<file path="config.mk">
export PLATFORM = sky130hd
export DESIGN_NAME = display_list_command_sequencer
export DESIGN_NICKNAME = d
export VERILOG_FILES = /design/src/rtl/dlcs_pkg.sv /design/src/rtl/dlcs_front.sv /design/src/rtl/dlcs_back.sv /design/src/rtl/display_list_command_sequencer.sv
export VERILOG_INCLUDE_DIRS = /design/src /design/src/rtl
export SDC_FILE = /design/constraint.sdc
export NUM_CORES = 2
export LEC_CHECK = 0
export BUFFER_PORTS_ARGS = -buffer_cell sky130_fd_sc_hd__buf_4
export CAP_MARGIN = 10
export CELL_PAD_IN_SITES_DETAIL_PLACEMENT = 1
export CELL_PAD_IN_SITES_GLOBAL_PLACEMENT = 1
export CORE_MARGIN = 4
export CORE_UTILIZATION = 50
export CTS_BUF_LIST = sky130_fd_sc_hd__clkbuf_16
export DETAILED_ROUTE_END_ITERATION = 7
export PLACE_DENSITY = 0.89
export SYNTH_ARGS = -nofsm -noshare
export SYNTH_HDL_FRONTEND = slang
export SYNTH_SLANG_ARGS = --single-unit
export TNS_END_PERCENT = 10
</file>
<file path="constraint.sdc">
create_clock -name clk -period 10.9 [get_ports clk]
set_clock_uncertainty 0.05 [all_clocks]
set_input_delay 0.545 -clock clk [delete_from_list [all_inputs] [get_ports clk]]
set_output_delay 0.545 -clock clk [all_outputs]
set_load 0.02 [all_outputs]
</file>
<file path="src/rtl/display_list_command_sequencer_macros.svh">
// ----------------------------------------------------------------------------
// Assertion macros for the display-list command sequencer
// Concurrent assertion wrappers; empty bodies when synthesising.
// ----------------------------------------------------------------------------
`ifndef DISPLAY_LIST_COMMAND_SEQUENCER_MACROS_SVH
`define DISPLAY_LIST_COMMAND_SEQUENCER_MACROS_SVH
`ifndef SYNTHESIS
`define DLCS_ASSERT_IMPL(lbl, ante, cons) \
  lbl: assert property (@(posedge clk) disable iff (!rst_n) (ante) |-> (cons)) \
    else $error("assertion failed");
`define DLCS_ASSERT_NEXT(lbl, ante, cons) \
  lbl: assert property (@(posedge clk) disable iff (!rst_n) (ante) |=> (cons)) \
    else $error("assertion failed");
`else
`define DLCS_ASSERT_IMPL(lbl, ante, cons)
`define DLCS_ASSERT_NEXT(lbl, ante, cons)
`endif
`endif

</file>
<file path="src/rtl/dlcs_pkg.sv">
// ----------------------------------------------------------------------------
// dlcs_pkg
// Shared types and constants of the display-list command sequencer.
// ----------------------------------------------------------------------------
package dlcs_pkg;
  localparam int STACK_DEPTH    = 8;
  localparam int SEGMENTS       = 16;
  localparam int VERTEX_LIMIT   = 80;
  localparam int TRIANGLE_BATCH = 80;
  localparam int VIEW_STACK_MAX = 9;
  localparam int SP_W = $clog2(STACK_DEPTH);
  localparam int SEG_W = $clog2(SEGMENTS);

  localparam logic [7:0] OP_VTX    = 8'h01;
  localparam logic [7:0] OP_TRI1   = 8'h05;
  localparam logic [7:0] OP_TRI2   = 8'h06;
  localparam logic [7:0] OP_QUAD   = 8'h07;
  localparam logic [7:0] OP_POPMTX = 8'hD8;
  localparam logic [7:0] OP_GEOM   = 8'hD9;
  localparam logic [7:0] OP_MTX    = 8'hDA;
  localparam logic [7:0] OP_MOVEW  = 8'hDB;
  localparam logic [7:0] OP_DL     = 8'hDE;
  localparam logic [7:0] OP_ENDDL  = 8'hDF;
  localparam logic [7:0] OP_OML    = 8'hE2;
  localparam logic [7:0] OP_OMH    = 8'hE3;
  localparam logic [7:0] OP_RDP    = 8'hC0;
  localparam logic [7:0] OP_NOFWD  = 8'hF1;
  localparam logic [7:0] OP_FWDLO  = 8'hE4;
  localparam logic [7:0] MW_SEGMENT = 8'h06;

  typedef enum logic [2:0] {
    K_ADVANCE = 3'd0, K_TRI = 3'd1, K_FLUSH = 3'd2, K_VTX = 3'd3,
    K_MTX = 3'd4, K_FWD = 3'd5, K_HALT = 3'd6
  } kind_t;

  // one command (two raw words) passed from front to back
  typedef struct packed {
    logic [31:0] w0;
    logic [31:0] w1;
  } cmd_t;

  typedef struct packed {
    kind_t       kind;
    logic [31:0] fetch;
    logic [31:0] target;
    logic [31:0] a;
    logic [31:0] b;
    logic [6:0]  c;
    logic [31:0] geom;
    logic [31:0] omh;
    logic [31:0] oml;
    logic        running;
    logic        last;
  } res_t;

  localparam int RES_W = $bits(res_t);
endpackage

</file>
<file path="src/rtl/dlcs_front.sv">
// ----------------------------------------------------------------------------
// dlcs_front
// Two-entry input command queue.
// ----------------------------------------------------------------------------
module dlcs_front import dlcs_pkg::*; (
  input  logic        clk,
  input  logic        rst_n,
  input  logic        in_valid,
  output logic        in_ready,
  input  cmd_t        in_cmd,
  output logic        q_valid,
  input  logic        q_take,
  output cmd_t        q_cmd
);
  cmd_t q_r [2];
  logic [1:0] cnt_r, cnt_nxt;
  logic push;

  assign in_ready = (cnt_r != 2'd2);
  assign push     = in_valid && in_ready;
  assign q_valid  = (cnt_r != 2'd0);
  assign q_cmd    = q_r[0];

  always_comb begin
    cnt_nxt = cnt_r + {1'b0, push} - {1'b0, q_take};
  end

  always_ff @(posedge clk) begin
    if (!rst_n) begin
      cnt_r <= 2'd0;
    end else begin
      cnt_r <= cnt_nxt;
    end
  end

  // take and push together only with one entry held: the new item becomes the head
  always_ff @(posedge clk) begin
    if (q_take) begin
      if (push) q_r[0] <= in_cmd;
      else q_r[0] <= q_r[1];
    end else if (push) begin
      if (cnt_r == 2'd0) q_r[0] <= in_cmd;
      else q_r[1] <= in_cmd;
    end
  end
endmodule

</file>
<file path="src/rtl/dlcs_back.sv">
// ----------------------------------------------------------------------------
// dlcs_back
// Execution unit: holds the sequencer state, runs one command and emits
// its results into an output register, one per cycle unless the receiver stalls.
// ----------------------------------------------------------------------------
module dlcs_back import dlcs_pkg::*; (
  input  logic        clk,
  input  logic        rst_n,
  input  logic        cfg_we,
  input  logic [31:0] cfg_data,
  output logic [31:0] list_start,
  input  logic        q_valid,
  output logic        q_take,
  input  cmd_t        q_cmd,
  output logic        out_valid,
  input  logic        out_ready,
  output res_t        out_res
);
  logic [31:0] pc_r [STACK_DEPTH];
  logic [SP_W-1:0] sp_r;
  logic [23:0] seg_r [SEGMENTS];
  logic [31:0] geom_r, omh_r, oml_r, ls_r;
  logic [3:0]  vd_r;
  logic [6:0]  pend_r;
  logic        halt_r;

  // result list of the command being executed
  res_t        res_r [4];
  logic [2:0]  nres_r, idx_r;
  logic        busy_r;
  logic        ov_r;
  res_t        ob_r;
  res_t        ob_nxt;

  logic [31:0] w0, w1;
  logic [7:0]  op;
  logic        tri_c;
  res_t        r_n [4];
  logic [2:0]  n_n;
  logic [6:0]  pend_n;
  logic [31:0] geom_n, omh_n, oml_n, top_n, push_n, addr, mask;
  logic [SP_W-1:0] sp_n;
  logic [3:0]  vd_n;
  logic        halt_n, wr_top, wr_push;
  logic [7:0]  num, v0;
  logic [8:0]  len, sh;
  logic [31:0] base;
  logic [7:0]  flags;
  logic        start, emit_ok;
  logic [SEG_W-1:0] seg_w;
  logic        seg_we;

  assign list_start = ls_r;
  assign w0 = q_cmd.w0;
  assign w1 = q_cmd.w1;
  assign op = w0[31:24];
  assign tri_c = (op == OP_TRI1) || (op == OP_TRI2) || (op == OP_QUAD);
  assign addr = {8'd0, seg_r[w1[27:24]]} + {9'd0, w1[22:0]};
  assign emit_ok = !ov_r || out_ready;
  // a register write holds off the next command for that cycle
  assign start = q_valid && !busy_r && !cfg_we;
  assign q_take = start;

  always_comb begin
    len  = {1'b0, w0[7:0]} + 9'd1;
    sh   = (9'd32 - {1'b0, w0[15:8]} - len) & 9'h0FF;
    base = (len >= 9'd32) ? 32'hFFFF_FFFF : ((32'd1 << len[4:0]) - 32'd1);
    mask = (sh >= 9'd32) ? 32'd0 : (base << sh[4:0]);
  end

  always_comb begin
    res_t t;
    logic [6:0] p;
    t = '0;
    for (int k = 0; k < 4; k++) r_n[k] = '0;
    n_n = 3'd0;
    p = pend_r;
    geom_n = geom_r; omh_n = omh_r; oml_n = oml_r;
    sp_n = sp_r; vd_n = vd_r; halt_n = halt_r;
    top_n = pc_r[sp_r] + 32'd8; wr_top = 1'b0;
    push_n = addr; wr_push = 1'b0;
    seg_we = 1'b0; seg_w = w0[5:2];
    num = w0[19:12];
    v0 = {1'b0, w0[7:1]} - num;
    flags = w0[7:0] ^ 8'd1;
    if (halt_r) begin
      r_n[0].kind = K_HALT; n_n = 3'd1;
    end else begin
      wr_top = 1'b1;
      if (!tri_c && p != 7'd0) begin
        r_n[0].kind = K_FLUSH; n_n = 3'd1; p = 7'd0;
      end
      if (tri_c) begin
        for (int j = 0; j < 2; j++) begin
          if (j == 0 || op != OP_TRI1) begin
            t = '0; t.kind = K_TRI;
            t.a = {25'd0, (j == 0 ? w0[23:17] : w1[23:17])};
            t.b = {25'd0, (j == 0 ? w0[15:9] : w1[15:9])};
            t.c = (j == 0 ? w0[7:1] : w1[7:1]);
            r_n[n_n[1:0]] = t; n_n = n_n + 3'd1;
            p = p + 7'd1;
            if (p >= 7'(TRIANGLE_BATCH)) begin
              t = '0; t.kind = K_FLUSH;
              r_n[n_n[1:0]] = t; n_n = n_n + 3'd1; p = 7'd0;
            end
          end
        end
      end else begin
        t = '0; t.kind = K_ADVANCE;
        unique case (op)
          OP_VTX: if ({1'b0, v0} + {1'b0, num} <= 9'(VERTEX_LIMIT)) begin
            t.kind = K_VTX; t.target = addr; t.a = {24'd0, v0}; t.b = {24'd0, num};
          end
          OP_POPMTX: if (vd_r != 4'd0) vd_n = vd_r - 4'd1;
          OP_GEOM: geom_n = (geom_r & {8'd0, w0[23:0]}) | w1;
          OP_MTX: begin
            if (!flags[2] && flags[0] && vd_r < 4'(VIEW_STACK_MAX)) vd_n = vd_r + 4'd1;
            t.kind = K_MTX; t.target = addr; t.a = {24'd0, flags};
          end
          OP_MOVEW: seg_we = (w0[23:16] == MW_SEGMENT);
          OP_DL: begin
            wr_top = 1'b0;
            if (w0[23:16] == 8'd0) begin
              if (sp_r != SP_W'(STACK_DEPTH - 1)) begin
                wr_top = 1'b1; wr_push = 1'b1; sp_n = sp_r + 1'b1;
              end else begin
                halt_n = 1'b1; t.kind = K_HALT;
              end
            end else begin
              wr_top = 1'b1; top_n = addr;
            end
          end
          OP_ENDDL: begin
            wr_top = 1'b0;
            if (sp_r != '0) sp_n = sp_r - 1'b1;
            else begin halt_n = 1'b1; t.kind = K_HALT; end
          end
          OP_OML: oml_n = (oml_r & ~mask) | (w1 & mask);
          OP_OMH: omh_n = (omh_r & ~mask) | (w1 & mask);
          default: if (op == OP_RDP || (op >= OP_FWDLO && op != OP_NOFWD)) begin
            t.kind = K_FWD; t.a = w0; t.b = w1;
          end
        endcase
        r_n[n_n[1:0]] = t; n_n = n_n + 3'd1;
      end
    end
    pend_n = p;
  end

  // result item with the state after the command filled in
  always_comb begin
    ob_nxt = res_r[idx_r[1:0]];
    ob_nxt.fetch = pc_r[sp_r];
    ob_nxt.geom = geom_r; ob_nxt.omh = omh_r; ob_nxt.oml = oml_r;
    ob_nxt.running = !halt_r;
    ob_nxt.last = (idx_r + 3'd1 == nres_r);
  end

  always_ff @(posedge clk) begin
    if (!rst_n) begin
      sp_r <= '0; geom_r <= '0; omh_r <= '0; oml_r <= '0; ls_r <= '0;
      vd_r <= '0; pend_r <= '0; halt_r <= 1'b0;
      busy_r <= 1'b0; ov_r <= 1'b0; idx_r <= '0; nres_r <= '0;
      for (int i = 0; i < STACK_DEPTH; i++) pc_r[i] <= '0;
      for (int i = 0; i < SEGMENTS; i++) seg_r[i] <= '0;
    end else begin
      if (cfg_we) begin
        ls_r <= cfg_data; pc_r[0] <= cfg_data; sp_r <= '0; halt_r <= 1'b0;
      end else if (start) begin
        pend_r <= pend_n; geom_r <= geom_n; omh_r <= omh_n; oml_r <= oml_n;
        sp_r <= sp_n; vd_r <= vd_n; halt_r <= halt_n;
        if (wr_top) pc_r[sp_r] <= top_n;
        if (wr_push) pc_r[sp_n] <= push_n;
        if (seg_we) seg_r[seg_w] <= w1[23:0];
        for (int k = 0; k < 4; k++) res_r[k] <= r_n[k];
        nres_r <= n_n; idx_r <= '0; busy_r <= 1'b1;
      end
      if (busy_r && emit_ok) begin
        ov_r <= 1'b1;
        idx_r <= idx_r + 3'd1;
        if (idx_r + 3'd1 == nres_r) busy_r <= 1'b0;
      end else if (out_valid && out_ready) begin
        ov_r <= 1'b0;
      end
    end
  end

  always_ff @(posedge clk) begin
    if (busy_r && emit_ok) begin
      ob_r <= ob_nxt;
    end
  end

  assign out_valid = ov_r;
  assign out_res   = ob_r;
endmodule

</file>
<file path="src/rtl/display_list_command_sequencer.sv">
// ----------------------------------------------------------------------------
// display_list_command_sequencer
// Display-list command sequencer top level.
// ----------------------------------------------------------------------------
// Each item is one 64-bit command (word0 low, word1 high). A two-entry queue
// takes items while the execution unit works; the unit reads a command,
// updates the PC stack and mode state, then emits its one to four results
// one per cycle, unless the receiver stalls, through an output register.
// The unit takes no new command until every result of the last one is out;
// its execution loop runs the state update, then the result drain.
// The result kind travels on out_tuser and the final result of a command
// is marked by out_tlast.
// list_start is written at address 0 of the configuration port and reloads
// PC stack entry zero, clears the stack index and leaves halt.
// ----------------------------------------------------------------------------
`include "display_list_command_sequencer_macros.svh"
module display_list_command_sequencer import dlcs_pkg::*; (
  input  logic         clk,
  input  logic         rst_n,
  input  logic         in_tvalid,
  output logic         in_tready,
  input  logic [63:0]  in_tdata,   // cmd_word0, cmd_word1
  output logic         out_tvalid,
  input  logic         out_tready,
  // fetch_address, target_address, arg_a, arg_b, arg_c,
  // geometry_mode, other_mode_high, other_mode_low, running
  output logic [231:0] out_tdata,
  output logic [2:0]   out_tuser,  // result_kind
  output logic         out_tlast,  // last
  input  logic         cfg_psel,
  input  logic         cfg_penable,
  input  logic         cfg_pwrite,
  input  logic         cfg_paddr,
  input  logic [31:0]  cfg_pwdata,
  output logic [31:0]  cfg_prdata,
  output logic         cfg_pready
);
  cmd_t  in_cmd, q_cmd;
  logic  q_valid, q_take, cfg_we;
  logic [31:0] ls;
  res_t  res;

  assign in_cmd.w0 = in_tdata[31:0];
  assign in_cmd.w1 = in_tdata[63:32];
  assign cfg_pready = 1'b1;
  // only register 0 exists; other addresses are ignored
  assign cfg_we = cfg_psel && cfg_penable && cfg_pwrite && (cfg_paddr == 1'b0);
  assign cfg_prdata = (cfg_paddr == 1'b0) ? ls : 32'd0;

  dlcs_front u_front (
    .clk, .rst_n, .in_valid(in_tvalid), .in_ready(in_tready), .in_cmd,
    .q_valid, .q_take, .q_cmd
  );

  dlcs_back u_back (
    .clk, .rst_n, .cfg_we, .cfg_data(cfg_pwdata), .list_start(ls),
    .q_valid, .q_take, .q_cmd, .out_valid(out_tvalid), .out_ready(out_tready),
    .out_res(res)
  );

  assign out_tdata = {res.running, res.oml, res.omh, res.geom,
                      res.c, res.b, res.a, res.target, res.fetch};
  assign out_tuser = res.kind;
  assign out_tlast = res.last;

  `DLCS_ASSERT_IMPL(a_halt_not_running, out_tvalid && res.kind == K_HALT, !res.running)
  `DLCS_ASSERT_IMPL(a_kind_range, out_tvalid, res.kind != 3'd7)
  `DLCS_ASSERT_NEXT(a_cfg_clears, cfg_we, ls == $past(cfg_pwdata))
endmodule

</file>
==> results.yml <==
synthesis:
  synth_edf_count: 1185
  post_synth_main_area_contributors: "sky130_fd_sc_hd__edfxtp_1, sky130_fd_sc_hd__mux4_2, sky130_fd_sc_hd__dfxtp_1, sky130_fd_sc_hd__and2_1, sky130_fd_sc_hd__nand2_1"
  synth_top_cells_by_count: "sky130_fd_sc_hd__edfxtp_1, sky130_fd_sc_hd__and2_1, sky130_fd_sc_hd__nand2_1"
  syn-mean-instance-area_sq_um: 12.6
  syn-instance-count: 5206
  ys_warn_count: 0
  yosysUniqueCellTypes: 111
  synth_top_flop_cell: "sky130_fd_sc_hd__edfxtp_1"
  netlist_area_sq_um: 65700
  synth-seq-cells: 1393
  synthDominantCellAreaShare_pct: 54.1
  synth_async_sr_flop_share_pct: 0
  post-synth-top-area-cell: "sky130_fd_sc_hd__edfxtp_1"
  synth.most_common_cell: "sky130_fd_sc_hd__edfxtp_1"
  ys_seq_area_share_pct: 60.5
timing:
  worst_hold_slack_ps: -5.59
  rsz0062_at_grt: "no"
  maxSlewHeadroom_pct: 9.11
  upper_clock_frequency_limit_ghz: 0.148
  worst_slack_ps: 4140
  timing.final.setup_violations: 0
  worst_pin_slew_ps: 1360
  drv_slew: 0
  period_needed_ps: 6760
  finalSetupTns_ps: 0
  final_min_period_over_clock_period_pct: 62.0
  finalHoldViolCount: 1
cts:
  cts.repair.resized: 0
  cts_hold_buf: 86
  clock-sinks: 1393
  htreeDepth: 4
  cts.repair_timing.setup_buffer_count: 0
  clock_latency_ps: 830
  cts_inserted_buffers: 148
  cts_tree: "done"
  cts.clk_slew.worst_paths_ps: 70
  cts-root-buf: "sky130_fd_sc_hd__clkbuf_16"
  ctsLongestPathBuffers: 3
critical_path:
  critical_path.slowest_cell: "sky130_fd_sc_hd__xor2_1"
  worst-r2r-cell-count: 16
  rr_endpoint: "u_back.pc_r[0][22]"
  timing.critical_path.from_type: "flop"
  cp_data_arrival_time_ps: 7200
  setup.worst_path.end_class: "flop"
  worstPathCellList: "buf_12, mux4_2, mux4_2, ha_1, fa_1, a21o_1, a21oi_1, o21ai_0, a21o_1, a211oi_1, o311ai_0, a21oi_1, xor2_1, nand2_1, o21ai_1, o221ai_1"
  path_buf_inv: 1
  r2r_setup_slk_ps: 4140
  crit_fanout: 100
  critical_path.reg2reg.startpoint: "u_front.q_r[0][24]"
  worstSetupPathType: "flop to flop"
  worst_ep_required_time_ps: 11340
  critical_path.top_delay_family: "compound AO/OA/AOI/OAI gates"
  cpPeakStageDelay_ps: 730
layout:
  multi_input_area_sq_um: 24400
  fillCellCount: 12760
  area.sequential_sq_um: 39800
  final_nets: 5736
  drive_above_1_share_pct: 20.0
  layout_overhead_on_the_synthesized_area_pct: 15.8
floorplanning:
  core.rowCount: 132
  die_area_sq_um: 137000
  core_region_area_sq_um: 130000
  design.portCount: 375
  dieWidth_um: 371
  floorplan.initialDensity_pct: 50.6
  die_y_extent_um: 371
pwr:
  powerDensity_nw_per_um2: 329
  static-leakage-power_uw: 0.0273
  max-vdd-ir-drop_v: 0.000449
  p_total_uw: 25000
global_routing:
  globalRouteOverflowTotal: 0
  pin_count_of_the_biggest_net_entering_global_routing: 115
  first_global_vias: 54662
  grt_antenna_before_repair: 16
  track_usage_pct: 38.2
  global_route_wire_length_before_repair_um: 382000
route:
  first_iter_violations: 7865
  detail-route-antenna-nets: 0
  drt_wl_total_um: 267000
  detail_route.first_pass.iterations: 6
  wire_per_inst_um: 35.9
  vias_per_cell: 7.01
  drc: 0
  num_vias: 52079
place:
  dpl_worst_slack_ps: 4630
  gp_routability_congestion: 0.943
  detailed_place_hpwl_um: 155000
  io_buffer_count: 366
worst_hold_path:
  hold_path_stages: 3
  whs_endpoint: "u_back.out_valid"
  timing.hold.worst.start: "out_tready"
  min-delay-path-class: "input port to flop"
job:
  timing.max_cap.violations: 0
status:
  violations: "negative hold slack"
  status: "finished, violations left"
==> logic make-up after synthesis <==
kind of cell	count (synthesis)	synth area share, %
AND/OR/NAND/NOR	1733	13.3
adder cells (fa/ha/maj)	75	1.47
buffers and inverters	497	2.98
other	2	0.0114
AO/OA/AOI/OAI	981	9.75
XOR/XNOR	84	1.15
multiplexers	441	10.9
flip-flops	1393	60.5
==> report_power, final <==
group,internal [uW],switching [uW],total [uW]
Clock,2740,2320,5050
Sequential,6800,609,7410
Combinational,3650,8920,12600
Total,13200,11800,25000
==> metal layers <==
layer  routed length (um)  GRT usage (%)
met3                33600           12.1
met4                24200           27.8
met1                85100           43.1
met2               124000           61.3
met5                   46              0
==> layout make-up <==
class | instances | share of cell area, %
flip-flops and latches | 1393 | 52.2
multi-input cells | 3322 | 32.0
repair buffers | 605 | 6.35
clock buffers | 151 | 4.96
well taps | 1742 | 2.86
clock inverters | 119 | 1.10
inverters | 87 | 0.452
diodes | 9 | 0.0296
==> how the worst max path moves through the flow <==
stage | cells past startpoint | endpoint | startpoint | slack (ps)
after floorplan | 13 | u_back.pc_r[1][0] | cfg_penable | 1650
after CTS | 16 | u_back.pc_r[0][22] | u_front.q_r[0][24] | 4360
final | 16 | u_back.pc_r[0][22] | u_front.q_r[0][24] | 4140
after global placement | 16 | u_back.pc_r[0][22] | u_front.q_r[0][24] | 4850
after detailed placement | 16 | u_back.pc_r[0][22] | u_front.q_r[0][24] | 4630
after global routing | 16 | u_back.pc_r[0][22] | u_front.q_r[0][24] | 3820
==> state kept, by name, indices dropped and copies added, names as in the netlist, 3 cells and up, named ones only <==
signal / cells
u_back.out_res: 229
u_front.q_r: 128
u_back.sp_r: 3
u_back.seg_r: 384
u_back.nres_r: 3
u_back.res_r: 244
u_back.idx_r: 3
u_back.list_start: 32
u_back.pend_r: 7
u_back.geom_r: 32
u_back.pc_r: 256
==> worst register-to-register path: cells and delay by family, from the launching register on <==
| family | cells | cell delay [ps] |
|---|---|---|
| buffers and inverters | 1 | 630 |
| AND/OR/NAND/NOR | 1 | 130 |
| AO/OA/AOI/OAI | 9 | 2540 |
| flip-flops | 1 | 380 |
| multiplexers | 2 | 1230 |
| XOR/XNOR | 1 | 730 |
| adder cells (fa/ha/maj) | 2 | 740 |
==> through the flow <==
step / area [sq um] / instances / util [%]
2_1_floorplan: 65800 / 5212 / -
3_3_place_gp: 70500 / 7057 / 54.3
3_5_place_dp: 70500 / 7057 / 54.3
4_1_cts: 76000 / 7413 / 58.5
5_1_grt: 76100 / 7420 / 58.6
6_report: 76100 / 7428 / 58.6
==> layout by cell type, fill, tap and decap left out, types with 16 or more instances in the layout <==
| master | count |
|---|---|
| sky130_fd_sc_hd__a211oi_1 | 21 |
| sky130_fd_sc_hd__a21o_1 | 28 |
| sky130_fd_sc_hd__a21oi_1 | 210 |
| sky130_fd_sc_hd__a22o_1 | 45 |
| sky130_fd_sc_hd__a22oi_1 | 29 |
| sky130_fd_sc_hd__a31oi_1 | 19 |
| sky130_fd_sc_hd__and2_1 | 513 |
| sky130_fd_sc_hd__and3_1 | 34 |
| sky130_fd_sc_hd__buf_4 | 512 |
| sky130_fd_sc_hd__clkbuf_16 | 151 |
| sky130_fd_sc_hd__clkinv_1 | 34 |
| sky130_fd_sc_hd__clkinv_2 | 24 |
| sky130_fd_sc_hd__dfxtp_1 | 203 |
| sky130_fd_sc_hd__dlygate4sd3_1 | 88 |
| sky130_fd_sc_hd__edfxtp_1 | 1185 |
| sky130_fd_sc_hd__ha_1 | 71 |
| sky130_fd_sc_hd__inv_1 | 114 |
| sky130_fd_sc_hd__mux2_2 | 88 |
| sky130_fd_sc_hd__mux2i_1 | 142 |
| sky130_fd_sc_hd__mux4_2 | 211 |
| sky130_fd_sc_hd__nand2_1 | 466 |
| sky130_fd_sc_hd__nand2b_1 | 25 |
| sky130_fd_sc_hd__nand3_1 | 100 |
| sky130_fd_sc_hd__nor2_1 | 311 |
| sky130_fd_sc_hd__nor2_2 | 21 |
| sky130_fd_sc_hd__nor2b_1 | 50 |
| sky130_fd_sc_hd__nor3_1 | 85 |
| sky130_fd_sc_hd__o211ai_1 | 34 |
| sky130_fd_sc_hd__o21ai_0 | 219 |
| sky130_fd_sc_hd__o21ai_4 | 16 |
| sky130_fd_sc_hd__o22ai_1 | 145 |
| sky130_fd_sc_hd__or2_2 | 22 |
| sky130_fd_sc_hd__or3_1 | 18 |
| sky130_fd_sc_hd__xnor2_1 | 52 |
| sky130_fd_sc_hd__xor2_1 | 30 |
No activity file was read; power rests on OpenSTA's default activity.
